**config.mk**
```make
export PLATFORM = sky130hd
export DESIGN_NAME = single_pulse_encoder_angle_core
export DESIGN_NICKNAME = d
export VERILOG_FILES = /design/src/hdl/spea_pkg.sv /design/src/hdl/spea_ctrl.sv /design/src/hdl/spea_dp.sv /design/src/hdl/single_pulse_encoder_angle_core.sv
export SDC_FILE = /design/constraint.sdc
export NUM_CORES = 2
export LEC_CHECK = 0
export BUFFER_PORTS_ARGS = -buffer_cell sky130_fd_sc_hd__buf_2
export CAP_MARGIN = 20
export CORE_UTILIZATION = 52
export DETAILED_ROUTE_END_ITERATION = 16
export GPL_ROUTABILITY_DRIVEN = 0
export PLACE_DENSITY = 0.77
export SETUP_SLACK_MARGIN = 0.15
export SYNTH_ARGS = -nofsm -noshare
export SYNTH_HDL_FRONTEND = slang
export SYNTH_HIERARCHICAL = 1
export SYNTH_SLANG_ARGS = --single-unit
```
**constraint.sdc**
```tcl
create_clock -name i_clk -period 8.6 [get_ports i_clk]
set_input_delay 2.15 -clock i_clk [delete_from_list [all_inputs] [get_ports i_clk]]
set_output_delay 2.15 -clock i_clk [all_outputs]
set_load 0.05 [all_outputs]
```
**src/hdl/spea_pkg.sv**
```systemverilog
package spea_pkg;

    // capture ring
    localparam int RING_DEPTH_I = 5;
    localparam logic [2:0] RING_DEPTH = 3'(RING_DEPTH_I);
    localparam int N_CAPS = 5;

    // field widths
    localparam int CAP_W   = 16;
    localparam int ANG_W   = 16;
    localparam int APP_W   = 17;
    localparam int SPAN_W  = 17;
    localparam int TURN_W  = 32;
    localparam int PROD_W  = APP_W + CAP_W;
    localparam int DIV_STEPS = (PROD_W + 1) / 2;
    localparam int DIVD_W  = 2 * DIV_STEPS;
    localparam int CNT_W   = $clog2(DIV_STEPS + 1);

    localparam int IN_W  = 120;
    localparam int OUT_W = 72;

    // configuration register indexes
    localparam logic [1:0] CFG_ANGLE_PER_PULSE = 2'd0;
    localparam logic [1:0] CFG_POLE_PAIRS      = 2'd1;
    localparam logic [1:0] CFG_STOP_LIMIT      = 2'd2;

    // direction codes
    localparam logic [1:0] DIR_ZERO  = 2'b00;
    localparam logic [1:0] DIR_POS   = 2'b01;
    localparam logic [1:0] DIR_NEG2  = 2'b10;
    localparam logic [1:0] DIR_NEG   = 2'b11;

    localparam logic [ANG_W-1:0] HALF_TURN = 16'h8000;

    typedef struct packed {
        logic load;
        logic mm_step;
        logic span_step;
        logic div_step;
        logic finish;
    } t_cmd;

    typedef struct packed {
        logic out_free;
    } t_sts;

    // signed direction times x, modulo 2^16
    function automatic logic [ANG_W-1:0] f_dir_mul(input logic [1:0] dir,
                                                   input logic [ANG_W-1:0] x);
        logic [ANG_W-1:0] r;
        case (dir) inside
            DIR_POS:  r = x;
            DIR_NEG:  r = ANG_W'(0) - x;
            DIR_NEG2: r = ANG_W'(0) - {x[ANG_W-2:0], 1'b0};
            default:  r = '0;
        endcase
        return r;
    endfunction

endpackage

```
**src/hdl/spea_ctrl.sv**
```systemverilog
module spea_ctrl
    import spea_pkg::*;
(
    input  logic i_clk,
    input  logic i_rst_n,
    input  logic i_s_tvalid,
    output logic o_s_tready,
    output t_cmd o_cmd,
    input  t_sts i_sts
);

    localparam logic [2:0] S_IDLE   = 3'd0;
    localparam logic [2:0] S_MINMAX = 3'd1;
    localparam logic [2:0] S_SPAN   = 3'd2;
    localparam logic [2:0] S_DIV    = 3'd3;
    localparam logic [2:0] S_FINISH = 3'd4;

    logic [2:0]       r_state, n_state;
    logic [CNT_W-1:0] r_cnt, n_cnt;

    always_comb begin
        n_state = r_state;
        n_cnt   = r_cnt;
        o_cmd   = '0;
        unique case (r_state)
            S_IDLE: begin
                if (i_s_tvalid) begin
                    o_cmd.load = 1'b1;
                    n_cnt      = '0;
                    n_state    = S_MINMAX;
                end
            end
            S_MINMAX: begin
                o_cmd.mm_step = 1'b1;
                n_cnt         = r_cnt + 1'b1;
                if (r_cnt == CNT_W'(N_CAPS - 1)) begin
                    n_state = S_SPAN;
                end
            end
            S_SPAN: begin
                o_cmd.span_step = 1'b1;
                n_cnt           = '0;
                n_state         = S_DIV;
            end
            S_DIV: begin
                o_cmd.div_step = 1'b1;
                n_cnt          = r_cnt + 1'b1;
                if (r_cnt == CNT_W'(DIV_STEPS - 1)) begin
                    n_state = S_FINISH;
                end
            end
            S_FINISH: begin
                if (i_sts.out_free) begin
                    o_cmd.finish = 1'b1;
                    n_state      = S_IDLE;
                end
            end
            default: begin
                n_state = S_IDLE;
            end
        endcase
    end

    assign o_s_tready = (r_state == S_IDLE);

    always_ff @(posedge i_clk) begin
        if (!i_rst_n) begin
            r_state <= S_IDLE;
            r_cnt   <= '0;
        end else begin
            r_state <= n_state;
            r_cnt   <= n_cnt;
        end
    end

endmodule

```
**src/hdl/spea_dp.sv**
```systemverilog
module spea_dp
    import spea_pkg::*;
(
    input  logic             i_clk,
    input  logic             i_rst_n,
    input  t_cmd             i_cmd,
    output t_sts             o_sts,
    input  logic [IN_W-1:0]  i_s_tdata,
    output logic             o_m_tvalid,
    input  logic             i_m_tready,
    output logic [OUT_W-1:0] o_m_tdata,
    input  logic             i_cfg_valid,
    input  logic [1:0]       i_cfg_index,
    input  logic [APP_W-1:0] i_cfg_data
);

    // config
    logic [APP_W-1:0] r_app;
    logic [7:0]       r_pole_pairs;
    logic [15:0]      r_stop_limit;

    // item
    logic [1:0]       r_dir;
    logic [CAP_W-1:0] r_last;
    logic [CAP_W-1:0] r_tnow;
    logic [CAP_W-1:0] r_cap [N_CAPS];
    logic [2:0]       r_pulses;

    // block state
    logic [2:0]        r_prev_rem;
    logic [15:0]       r_idle;
    logic              r_supp;
    logic [SPAN_W-1:0] r_span;
    logic [ANG_W-1:0]  r_accum;
    logic [ANG_W-1:0]  r_prev_ang;
    logic [7:0]        r_cross;
    logic [TURN_W-1:0] r_turns;

    // work
    logic [CAP_W-1:0]  r_lo, r_hi;
    logic              r_spike;
    logic [DIVD_W-1:0] r_divd;
    logic [SPAN_W-1:0] r_rem;
    logic [ANG_W-1:0]  r_quo;

    // output
    logic              r_out_valid;
    logic [OUT_W-1:0]  r_out;

    // ---- load: pulse count and idle tracking
    logic [2:0]  w_n;
    logic [3:0]  w_pulses;
    logic [15:0] n_idle;
    logic        n_supp;

    always_comb begin
        w_n = i_s_tdata[4:2];
        if (w_n > RING_DEPTH) begin
            w_n = RING_DEPTH;
        end
        if (w_n <= r_prev_rem) begin
            w_pulses = {1'b0, r_prev_rem} - {1'b0, w_n};
        end else begin
            w_pulses = {1'b0, r_prev_rem} + {1'b0, RING_DEPTH} - {1'b0, w_n};
        end
        n_idle = r_idle;
        n_supp = r_supp;
        if (w_pulses != 4'd0) begin
            n_idle = '0;
            n_supp = 1'b0;
        end else if (r_idle != 16'hFFFF) begin
            n_idle = r_idle + 1'b1;
        end
        if (n_idle > r_stop_limit) begin
            n_supp = 1'b1;
        end
    end

    // ---- span filter
    logic [CAP_W+2:0]  w_lo8;
    logic [CAP_W+1:0]  w_lo3;
    logic [SPAN_W:0]   w_avg;
    logic [18:0]       w_pa;
    logic [PROD_W-1:0] w_prod;
    logic              w_spike;

    assign w_lo8  = {r_lo, 3'b000};
    assign w_lo3  = {2'b00, r_lo} + {1'b0, r_lo, 1'b0};
    assign w_avg  = ({1'b0, r_span} + {2'b00, r_last} + 18'd1) >> 1;
    assign w_pa   = {3'b000, r_app[ANG_W-1:0]} * {16'b0, r_pulses};
    assign w_prod = r_app * r_tnow;
    // spike of the current item, from its finished min/max
    assign w_spike = ({3'b000, r_hi} > w_lo8) && (r_lo != '0);

    // ---- divider, two quotient bits a cycle
    logic [SPAN_W:0]   w_r1, w_r2;
    logic [SPAN_W-1:0] w_m1, w_m2;
    logic              w_q1, w_q2;

    always_comb begin
        w_r1 = {r_rem, r_divd[DIVD_W-1]};
        w_q1 = (w_r1 >= {1'b0, r_span});
        w_m1 = w_q1 ? SPAN_W'(w_r1 - {1'b0, r_span}) : w_r1[SPAN_W-1:0];
        w_r2 = {w_m1, r_divd[DIVD_W-2]};
        w_q2 = (w_r2 >= {1'b0, r_span});
        w_m2 = w_q2 ? SPAN_W'(w_r2 - {1'b0, r_span}) : w_r2[SPAN_W-1:0];
    end

    // ---- finish: angle and turn counting
    logic [ANG_W-1:0] w_interp;
    logic [ANG_W-1:0] w_ang;
    logic             w_up;

    assign w_interp = (r_supp || r_span == '0) ? '0 : r_quo;
    assign w_ang    = r_accum + f_dir_mul(r_dir, w_interp);
    assign w_up     = (r_prev_ang <= HALF_TURN) && (w_ang > HALF_TURN);

    assign o_sts.out_free = !r_out_valid || i_m_tready;

    always_ff @(posedge i_clk) begin
        if (!i_rst_n) begin
            r_app        <= APP_W'(65536);
            r_pole_pairs <= 8'd1;
            r_stop_limit <= 16'd1000;
            r_prev_rem   <= '0;
            r_idle       <= '0;
            r_supp       <= 1'b1;
            r_span       <= SPAN_W'(65535);
            r_accum      <= '0;
            r_prev_ang   <= '0;
            r_cross      <= '0;
            r_turns      <= '0;
            r_out_valid  <= 1'b0;
        end else begin
            if (i_cfg_valid) begin
                unique case (i_cfg_index)
                    CFG_ANGLE_PER_PULSE: r_app        <= i_cfg_data;
                    CFG_POLE_PAIRS:      r_pole_pairs <= i_cfg_data[7:0];
                    CFG_STOP_LIMIT:      r_stop_limit <= i_cfg_data[15:0];
                    default: ;
                endcase
            end
            if (i_cmd.load) begin
                r_prev_rem <= w_n;
                r_idle     <= n_idle;
                r_supp     <= n_supp;
            end
            if (i_cmd.span_step) begin
                if (!w_spike) begin
                    if ({2'b00, r_hi} > w_lo3) begin
                        r_span <= {1'b0, r_hi};
                    end else begin
                        r_span <= w_avg[SPAN_W-1:0];
                    end
                end
                r_accum <= r_accum + f_dir_mul(r_dir, w_pa[ANG_W-1:0]);
            end
            if (i_cmd.finish) begin
                r_prev_ang <= w_ang;
                if (w_up) begin
                    if (r_cross == '0) begin
                        r_turns <= r_turns + 1'b1;
                        r_cross <= r_pole_pairs;
                    end else begin
                        r_cross <= r_cross - 1'b1;
                    end
                end
                r_out_valid <= 1'b1;
            end else if (i_m_tready) begin
                r_out_valid <= 1'b0;
            end
        end
    end

    // payload, no reset
    always_ff @(posedge i_clk) begin
        if (i_cmd.load) begin
            r_dir    <= i_s_tdata[1:0];
            r_last   <= i_s_tdata[20:5];
            r_tnow   <= i_s_tdata[36:21];
            for (int i = 0; i < N_CAPS; i++) begin
                r_cap[i] <= i_s_tdata[37 + CAP_W*i +: CAP_W];
            end
            r_pulses <= w_pulses[2:0];
            r_lo     <= 16'hFFFF;
            r_hi     <= '0;
        end
        if (i_cmd.mm_step) begin
            if (r_cap[0] < r_lo) r_lo <= r_cap[0];
            if (r_cap[0] > r_hi) r_hi <= r_cap[0];
            for (int i = 0; i < N_CAPS - 1; i++) begin
                r_cap[i] <= r_cap[i+1];
            end
            r_cap[N_CAPS-1] <= r_cap[0];
        end
        if (i_cmd.span_step) begin
            r_spike <= w_spike;
            r_divd  <= DIVD_W'(w_prod);
            r_rem   <= '0;
            r_quo   <= '0;
        end
        if (i_cmd.div_step) begin
            r_divd <= {r_divd[DIVD_W-3:0], 2'b00};
            r_rem  <= w_m2;
            r_quo  <= {r_quo[ANG_W-3:0], w_q1, w_q2};
        end
        if (i_cmd.finish) begin
            r_out <= {2'b00, r_turns + TURN_W'(w_up && r_cross == '0), r_span,
                      r_supp, r_spike, r_pulses, w_ang};
        end
    end

    assign o_m_tvalid = r_out_valid;
    assign o_m_tdata  = r_out;

    // span never reaches zero, so the divider always has a valid divisor
    a_span_nonzero: assert property (@(posedge i_clk) disable iff (!i_rst_n)
        r_span != '0)
        else $error("pulse span is zero");

    // partial remainder stays below the divisor
    a_rem_bound: assert property (@(posedge i_clk) disable iff (!i_rst_n)
        i_cmd.div_step |-> (r_rem < r_span))
        else $error("divider remainder out of range");

    // a result is never written over one still waiting
    a_no_overwrite: assert property (@(posedge i_clk) disable iff (!i_rst_n)
        i_cmd.finish |-> (!r_out_valid || i_m_tready))
        else $error("result overwritten");

endmodule

```
**src/hdl/single_pulse_encoder_angle_core.sv**
```systemverilog
// Rotor angle estimator for a single-pulse encoder. One item per control tick
// carries the direction, the capture ring's remaining count, the latest
// capture, the running timer and the five ring captures; each item yields one
// result with the interpolated 16-bit angle, the new pulse count, the spike
// and stop flags, the filtered pulse period and the turn count. The result
// sits in the output register once these steps are done: the load happens in
// the accepting cycle itself, then a serial min/max over the ring captures,
// a period filter step that also forms the interpolation product, the
// radix-4 restoring divider that forms angle_per_pulse*timer_now/period, and
// a finish step. The divider is the longest of these steps. The next item is
// accepted in the cycle after finish, so the block takes no new item before
// the last one is finished; finish waits while an earlier result still sits
// unaccepted in the output register, which delays the next acceptance.
// There is no clearing pass after reset. Configuration writes are always ready
// and should be made while idle.
module single_pulse_encoder_angle_core
    import spea_pkg::*;
(
    input  logic             i_clk,
    input  logic             i_rst_n,

    input  logic             s_axis_tvalid,
    output logic             s_axis_tready,
    // [1:0] direction, [4:2] dma_remaining, [20:5] last_capture,
    // [36:21] timer_now, [52:37] capture_a, [68:53] capture_b,
    // [84:69] capture_c, [100:85] capture_d, [116:101] capture_e, [119:117] 0
    input  logic [IN_W-1:0]  s_axis_tdata,

    output logic             m_axis_tvalid,
    input  logic             m_axis_tready,
    // [15:0] rotor_angle, [18:16] new_pulses, [19] spike_error, [20] stopped,
    // [37:21] pulse_span, [69:38] turn_count, [71:70] 0
    output logic [OUT_W-1:0] m_axis_tdata,

    input  logic             i_cfg_valid,
    output logic             o_cfg_ready,
    input  logic [1:0]       i_cfg_index,
    input  logic [APP_W-1:0] i_cfg_data
);

    t_cmd w_cmd;
    t_sts w_sts;

    // config writes are always accepted; o_cfg_ready is tied high
    assign o_cfg_ready = 1'b1;

    // sequencer: load, min/max sweep, period filter, divide, finish
    spea_ctrl u_ctrl (
        .i_clk      (i_clk),
        .i_rst_n    (i_rst_n),
        .i_s_tvalid (s_axis_tvalid),
        .o_s_tready (s_axis_tready),
        .o_cmd      (w_cmd),
        .i_sts      (w_sts)
    );

    // all arithmetic, block state, config registers and output register
    spea_dp u_dp (
        .i_clk       (i_clk),
        .i_rst_n     (i_rst_n),
        .i_cmd       (w_cmd),
        .o_sts       (w_sts),
        .i_s_tdata   (s_axis_tdata),
        .o_m_tvalid  (m_axis_tvalid),
        .i_m_tready  (m_axis_tready),
        .o_m_tdata   (m_axis_tdata),
        .i_cfg_valid (i_cfg_valid),
        .i_cfg_index (i_cfg_index),
        .i_cfg_data  (i_cfg_data)
    );

endmodule
```
Word level (Yosys, flattened, before mapping):

Memories as Yosys holds them, arrays and structs flattened.
Index checks and enable logic that the tools add are counted.

* flip-flop bits (word level): 366
* bits in writable memories: 80
* memories kept: 1
* output and inout bits: 75
* input port bits: 144
* logic and storage cells: 163

* equality and inequality tests: 16
* $mul: 2
* bitwise operators: 6
* $add $sub $neg: 19
* $lt $le $gt $ge: 11
* multiplexer cells: 56
* reductions and logical operators: 26

Memory list
* u_dp.r_cap: depth 5, width 16, read ports 5, clocked after memory_dff 0, wr ports 5, RTL line spea_dp.sv:26 `logic [CAP_W-1:0] r_cap [N_CAPS];`

Operators with widths (count)
* 16-bit 2-to-1 mux: 24
* 17-bit 2-to-1 mux: 5
* 34-bit 2-to-1 mux: 2
* 1-bit by 16-bit subtractor with 16-bit output, first input constant: 4
* 18-bit by 17-bit greater-or-equal comparator with 1-bit output: 2
* 17-bit subtractor: 2
* 17-bit by 16-bit multiplier with 33-bit output: 1
* 16-bit adder: 2
* 32-bit by 1-bit adder with 32-bit output: 1
* 32-bit by 1-bit adder with 32-bit output, second input constant: 1
* 16-bit greater-than comparator: 2
* 16-bit by 19-bit greater-than comparator with 1-bit output: 1
* 16-bit by 17-bit adder with 18-bit output: 1
* 17-bit by 16-bit adder with 18-bit output: 1
* 18-bit by 1-bit adder with 18-bit output, second input constant: 1
* 16-bit by 18-bit greater-than comparator with 1-bit output: 1
* 17-bit zero test: 1
* 16-bit by 1-bit adder with 16-bit output, second input constant: 1
* 16-bit greater-than comparator, second input constant: 1
* 16-bit less-or-equal comparator, second input constant: 1
* 16-bit less-than comparator: 1
* 16-bit by 3-bit multiplier with 16-bit output: 1
* 16-bit inequality test, second input constant: 1
* 16-bit nonzero test: 1
* 38 further kinds: 77

Depth between registers and ports, before layout:

* depth in word-level cells: 12
* gate-level depth with buffers: 32
* depth with buffers taken out: 30

By module:

Netlist, hierarchy kept.

By module, submodules not included
* spea_dp: cells each 3759, times used 1, sequential area each 11300.8 µm², area an instance 35657.9 µm²
* spea_ctrl: cells each 60, times used 1, sequential area each 160.2 µm², area an instance 499.2 µm²
* single_pulse_encoder_angle_core: cells each 2, times used 1, sequential area each 0.0 µm², area an instance 11.3 µm²

Worst setup path before layout:

Ideal clock, no wire load.

* path type: input -> register
* start point: input port m_axis_tready
* end point: register u_dp.r_turns[25]
* setup time: 70 ps
* buffers on the path: 1
* data required time: 8530 ps
* path slack: -301 ps
* arrival time: 8831 ps
* stages on the path: 8
* path through: nand2b_1 nand2_1 nor3_1 and3_1 buf_4 nand4_4 or4_1 a21oi_1

RTL lines
* start: declaration: RTL line single_pulse_encoder_angle_core.sv:30 `input logic m_axis_tready,`
* end signal: assignment: RTL line spea_dp.sv:162 `r_turns <= r_turns + 1'b1;`
* end: declaration: RTL line spea_dp.sv:37 `logic [TURN_W-1:0] r_turns;`

Worst setup path after layout:

* start point: register u_dp.r_span[1]
* end point: register u_dp.r_out[61], in the netlist u_dp/o_m_tdata[61], data pin

* cells in the longest elaborated chain, start to end: 12
* elaborated cells between the ends (all ways): 13
* classes of those cells: add/sub: 4; order compare: 1; mux: 4; reduce/logical: 4

RTL lines
* start: declaration: RTL line spea_dp.sv:33 `logic [SPAN_W-1:0] r_span;`
* start signal: assignment: RTL line spea_dp.sv:151 `r_span <= {1'b0, r_hi};`
* start signal: assignment: RTL line spea_dp.sv:153 `r_span <= w_avg[SPAN_W-1:0];`
* 17-bit zero test *: RTL line spea_dp.sv:114 `assign w_interp = (r_supp || r_span == '0) ? '0 : r_quo;`
* 1-bit logical OR *: RTL line spea_dp.sv:114
* 16-bit 2-to-1 mux *: RTL line spea_dp.sv:114
* 1-bit by 16-bit subtractor with 16-bit output: RTL line spea_pkg.sv:54 `DIR_NEG2: r = ANG_W'(0) - {x[ANG_W-2:0], 1'b0};`
* 16-bit 2-to-1 mux (2 in a row): RTL line spea_pkg.sv:51 `case (dir) inside`
* 16-bit 2-to-1 mux *: RTL line spea_pkg.sv:51
* 16-bit adder *: RTL line spea_dp.sv:115 `assign w_ang = r_accum + f_dir_mul(r_dir, w_interp);`
* net u_dp.w_ang[14]: RTL line spea_dp.sv:111 `logic [ANG_W-1:0] w_ang;`
* 16-bit greater-than comparator *: RTL line spea_dp.sv:116 `assign w_up = (r_prev_ang <= HALF_TURN) && (w_ang > HALF_TURN);`
* 1-bit logical AND *: RTL line spea_dp.sv:116
* 1-bit logical AND *: RTL line spea_dp.sv:208 `r_out <= {2'b00, r_turns + TURN_W'(w_up && r_cross == '0), r_span,`
* 32-bit by 1-bit adder with 32-bit output *: RTL line spea_dp.sv:208
* end signal: assignment: RTL line spea_dp.sv:208
* end: declaration: RTL line spea_dp.sv:48 `logic [OUT_W-1:0] r_out;`

The timed path passes the listed nets; every way through them passes the cells marked *.
A chain may end at the register's enable or synchronous reset.

==> summary.md <==
| Metric | Value |
|---|---|
| Status | finished clean |
| Synth area leader | sky130_fd_sc_hd__edfxtp_1 |
| Final min period | 7.69 ns |
| DRC violation count after routing | 0 |
| Flop pwr share | 36.7% |
| Worst-Margin Slew | 1.11 ns |
| Worst R2R Path Depth | 27 |
| Via count of the first global-routing pass | 27800 |
| Slowest Stage Delay on Critical Path | 0.56 ns |
| Multi-input gate area in the final layout | 22600 µm² |
| H-Tree Level Count | 2 |
| EDFF count, synth | 253 |
| Kind of cell with the highest combined delay on the critical path | compound AO/OA/AOI/OAI gates |
| Layout area overhead | 9.95% |
| Die extent in x | 266 µm |
| Final core utilization | 57.9% |
| Biggest area contributors in the synthesized netlist | sky130_fd_sc_hd__edfxtp_1 21%, sky130_fd_sc_hd__fa_1 13%, sky130_fd_sc_hd__ha_1 11% |
| TritonCTS clock tree | built |
| Buffers from clock root to sink, at most | 3 |
| Total of warnings raised by yosys | 6 |
| Normalized max-slew margin | 25.9% |
| DR vias | 28300 |
| Number of pins with negative max-slew slack in the final report | 0 |
| Num CTS Buffers | 50 |
| Maximum fanout encountered on the critical timing path | 19 |
| Data arrival time of the worst path | 8.02 ns |
| Area taken by flip-flops and latches | 11500 µm² |
| Largest net degree at the start of global routing | 84 |
| Worst vdd ir | 190 µV |
| Via density per instance | 5.75 |
| Main combinational cell family by area after synthesis | adder cells |
| Total wire length | 87.8 mm |
| Highest-delay cell along the critical path | sky130_fd_sc_hd__or4_1 |
| Flip-flop and latch count after synthesis | 446 |
| Int Power | 4690 µW |
| Global-route wire length before repair | 142 mm |
| Post-Route Setup TNS | 0 ns |
| Buffer and inverter count on the worst path | 1 |
| Post-CTS clock slew at the launch and capture registers of the worst setup and hold paths | 0.06 ns |
| Final Worst Setup Slack | 0.914 ns |
| Terminus of the critical flop-to-flop path | u_dp/o_m_tdata[61] |
| Total Power | 7140 µW |
| Required time worst endpoint | 8.93 ns |
| Die Height | 266 µm |
| Top-Level Pins | 219 |
| Relative contribution of combinational cells to total power | 32.4% |
| Commonest non-fill, non-tap cell in the layout | sky130_fd_sc_hd__nand2_1 |
| Number of buffers inserted to repair setup after CTS | 0 |
| Core area | 68700 µm² |
| Layout cell share with drive strength beyond 1 | 12.0% |
| Share of synthesized cell area in and, or, nand and nor gates | 16.5% |
| CTS root buf | sky130_fd_sc_hd__clkbuf_16 |
| Most used DFF post-synth | sky130_fd_sc_hd__edfxtp_1 |
| Origin of the worst min-delay path | u_dp/r_spike |
| Share of the clock period used by the worst path | 89.4% |
| Net switching fraction of the power | 34.3% |
| Type of the setup path with the least slack | flip-flop to flip-flop |
| Number of core rows | 96 |
| Xor/xnor cell area share of the yosys netlist | 4.46% |
| Worst slack at placement | 1.12 ns |
| Starting utilization of the core area | 52.6% |
| Count of different cell masters after synthesis | 93 |
| Hold worst-path end | u_dp/o_m_tdata[19] |
| Final instance area | 39800 µm² |
| Hold Path Depth | 0 |
| Startpoint Class | flip-flop |
| Setup skew after layout | 0.0398 ns |
| Share of the synthesized area in compound gates (AO/OA/AOI/OAI) | 12.9% |
| Unrepaired setup endpoints after global routing | no |
| Gr ovfl total | 0 |
| R2R Setup Slk | 0.91 ns |
| Maximum clock frequency | 130 MHz |
| Avg Cell Area, Syn | 9.47 µm² |
| Clock Power Share | 30.9% |
| Power per cell area | 180 nW/µm² |
| Placement-stage cell area | 38000 µm² |
| Reported leakage power | 0.0174 µW |
| Global router's overall resource usage | 24.9% |
| Die area | 70600 µm² |
| Count of maximum capacitance violations | 0 |
| Fill count | 5927 |
| Clk Latency, worst-skew pair | 0.63 ns |
| Average wire length per cell after detail routing | 17.8 µm |
| Total iterations of the first detailed-routing run | 5 |
| Fin. Hold Viols | 0 |
| Cts repair resizes | 0 |
| Drt initial violations | 1977 |
| Top cell type's share of synthesized area | 21.0% |
| Switching power of the nets | 2450 µW |
| Fraction of the yosys area taken by sequential cells | 31.7% |
| Post-CTS Hold Fix Bufs | 0 |
| Highest-count cells in the layout ignoring fill and taps | 450 x sky130_fd_sc_hd__nand2_1, 384 x sky130_fd_sc_hd__inv_1, 315 x sky130_fd_sc_hd__ha_1 |
| Adder-cell share of the synthesized area | 23.7% |
| Post-DRT Antenna Nets | 0 |
| Count of mapped cells out of synthesis | 3821 |
| Clock sink count | 446 |
| Final net count | 4635 |
| Detailed placement HPWL | 65.1 mm |
| Critical path capture point type | flip-flop |
| Share of synthesized registers carrying an async set or reset | 0% |
| Startpoint of the worst-slack reg-to-reg timing path | u_dp/r_span[1] |
| Mapped cell area | 36200 µm² |
| Proportion of synthesized area in mux cells | 4.84% |
| Initial antenna violation count | 5 |
| # port buffers | 212 |
| Class of the tightest hold or removal check | flip-flop to flip-flop |
| Setup-violating endpoint count in the final report | 0 |
worst max path at each step:
stage,to,slack (ns),depth (start not counted),start
floorplan,u_dp/r_divd[31],1.84,23,u_dp/r_tnow[6]
global placement,u_dp/o_m_tdata[62],1.26,29,u_dp/r_span[1]
detailed placement,u_dp/o_m_tdata[69],1.12,28,u_dp/r_span[1]
CTS,u_dp/o_m_tdata[62],0.99,29,u_dp/r_span[1]
global route,u_dp/o_m_tdata[62],0.28,29,u_dp/r_span[1]
finish,u_dp/o_m_tdata[61],0.91,27,u_dp/r_span[1]
registers in the layout, indices dropped and copies added (netlist names), 8 cells and up:
| name | count |
|---|---|
| u_dp/r_app | 17 |
| u_dp/r_rem | 17 |
| u_dp/r_stop_limit | 16 |
| u_dp/r_accum | 16 |
| u_dp/r_divd | 34 |
| u_dp/r_tnow | 16 |
| u_dp/r_last | 16 |
| u_dp/r_lo | 16 |
| u_dp/r_pole_pairs | 8 |
| u_dp/r_prev_ang | 16 |
| u_dp/r_turns | 32 |
| u_dp/r_span | 17 |
| u_dp/o_m_tdata | 70 |
| u_dp/r_cross | 8 |
| u_dp/r_quo | 16 |
| u_dp/r_cap | 80 |
| u_dp/r_idle | 16 |
| u_dp/r_hi | 16 |
cell families (layout without fill, tap and decap cells):
group	after synthesis	in the layout
AOI/OAI and AO/OA	691	691
muxes	163	163
other	2	9
DFF	446	446
and+or+nand+nor	1228	1228
xor gates and xnor gates	182	182
buffers and inverters	563	728
adders and majority gates	546	546
stage by stage:
stage	hold WS, ns	std cells
global placement	0.445	4821
CTS	0.447	4916
global route	0.447	4923
floorplan	0.400	3822
detailed placement	0.433	4822
finish	0.445	4924
synthesized netlist by cell type (30+ instances only):
master,number
sky130_fd_sc_hd__o21a_1,39
sky130_fd_sc_hd__nand3b_1,37
sky130_fd_sc_hd__inv_1,385
sky130_fd_sc_hd__xor2_1,70
sky130_fd_sc_hd__edfxtp_1,253
sky130_fd_sc_hd__nand3_1,56
sky130_fd_sc_hd__o21ai_0,121
sky130_fd_sc_hd__a211oi_1,33
sky130_fd_sc_hd__o211ai_1,30
sky130_fd_sc_hd__a21o_1,65
sky130_fd_sc_hd__mux2i_1,69
sky130_fd_sc_hd__mux2_2,94
sky130_fd_sc_hd__nand2_1,451
sky130_fd_sc_hd__and2_1,114
sky130_fd_sc_hd__nand4_1,42
sky130_fd_sc_hd__fa_1,231
sky130_fd_sc_hd__nor3_1,76
sky130_fd_sc_hd__dfxtp_1,193
sky130_fd_sc_hd__nand2b_1,35
sky130_fd_sc_hd__ha_1,315
sky130_fd_sc_hd__clkbuf_1,155
sky130_fd_sc_hd__nor2_1,249
sky130_fd_sc_hd__xnor2_1,111
sky130_fd_sc_hd__a21oi_1,188
routing by layer:
metal / vias to the layer above / global-route usage, % / wire (µm)
li1: 13500 / - / -
met1: 13700 / 32.6 / 37500
met2: 945 / 41.6 / 41700
met3: 190 / 3.38 / 5440
met4: 0 / 9.91 / 3160
met5: - / 0 / 0
area by class of cell:
type / instances / area share, %
clock buffer: 68 / 3.66
inverter: 387 / 3.66
antenna: 6 / 0.0378
timing repair buffer: 247 / 3.40
sequential: 446 / 28.8
clock inverter: 26 / 0.636
tap: 931 / 2.93
multi-input combinational: 2813 / 56.9
power groups by stage:
stage | Sequential (µW) | Clock [µW] | Combinational [µW]
after CTS | 2620 | 2260 | 2300
after floorplan | 2550 | 0 | 1810
after global routing | 2640 | 2320 | 2600
after detailed placement | 2660 | 0 | 2280
final | 2620 | 2210 | 2310
after global placement | 2660 | 0 | 2210
Power figures use the tool's default switching activity.
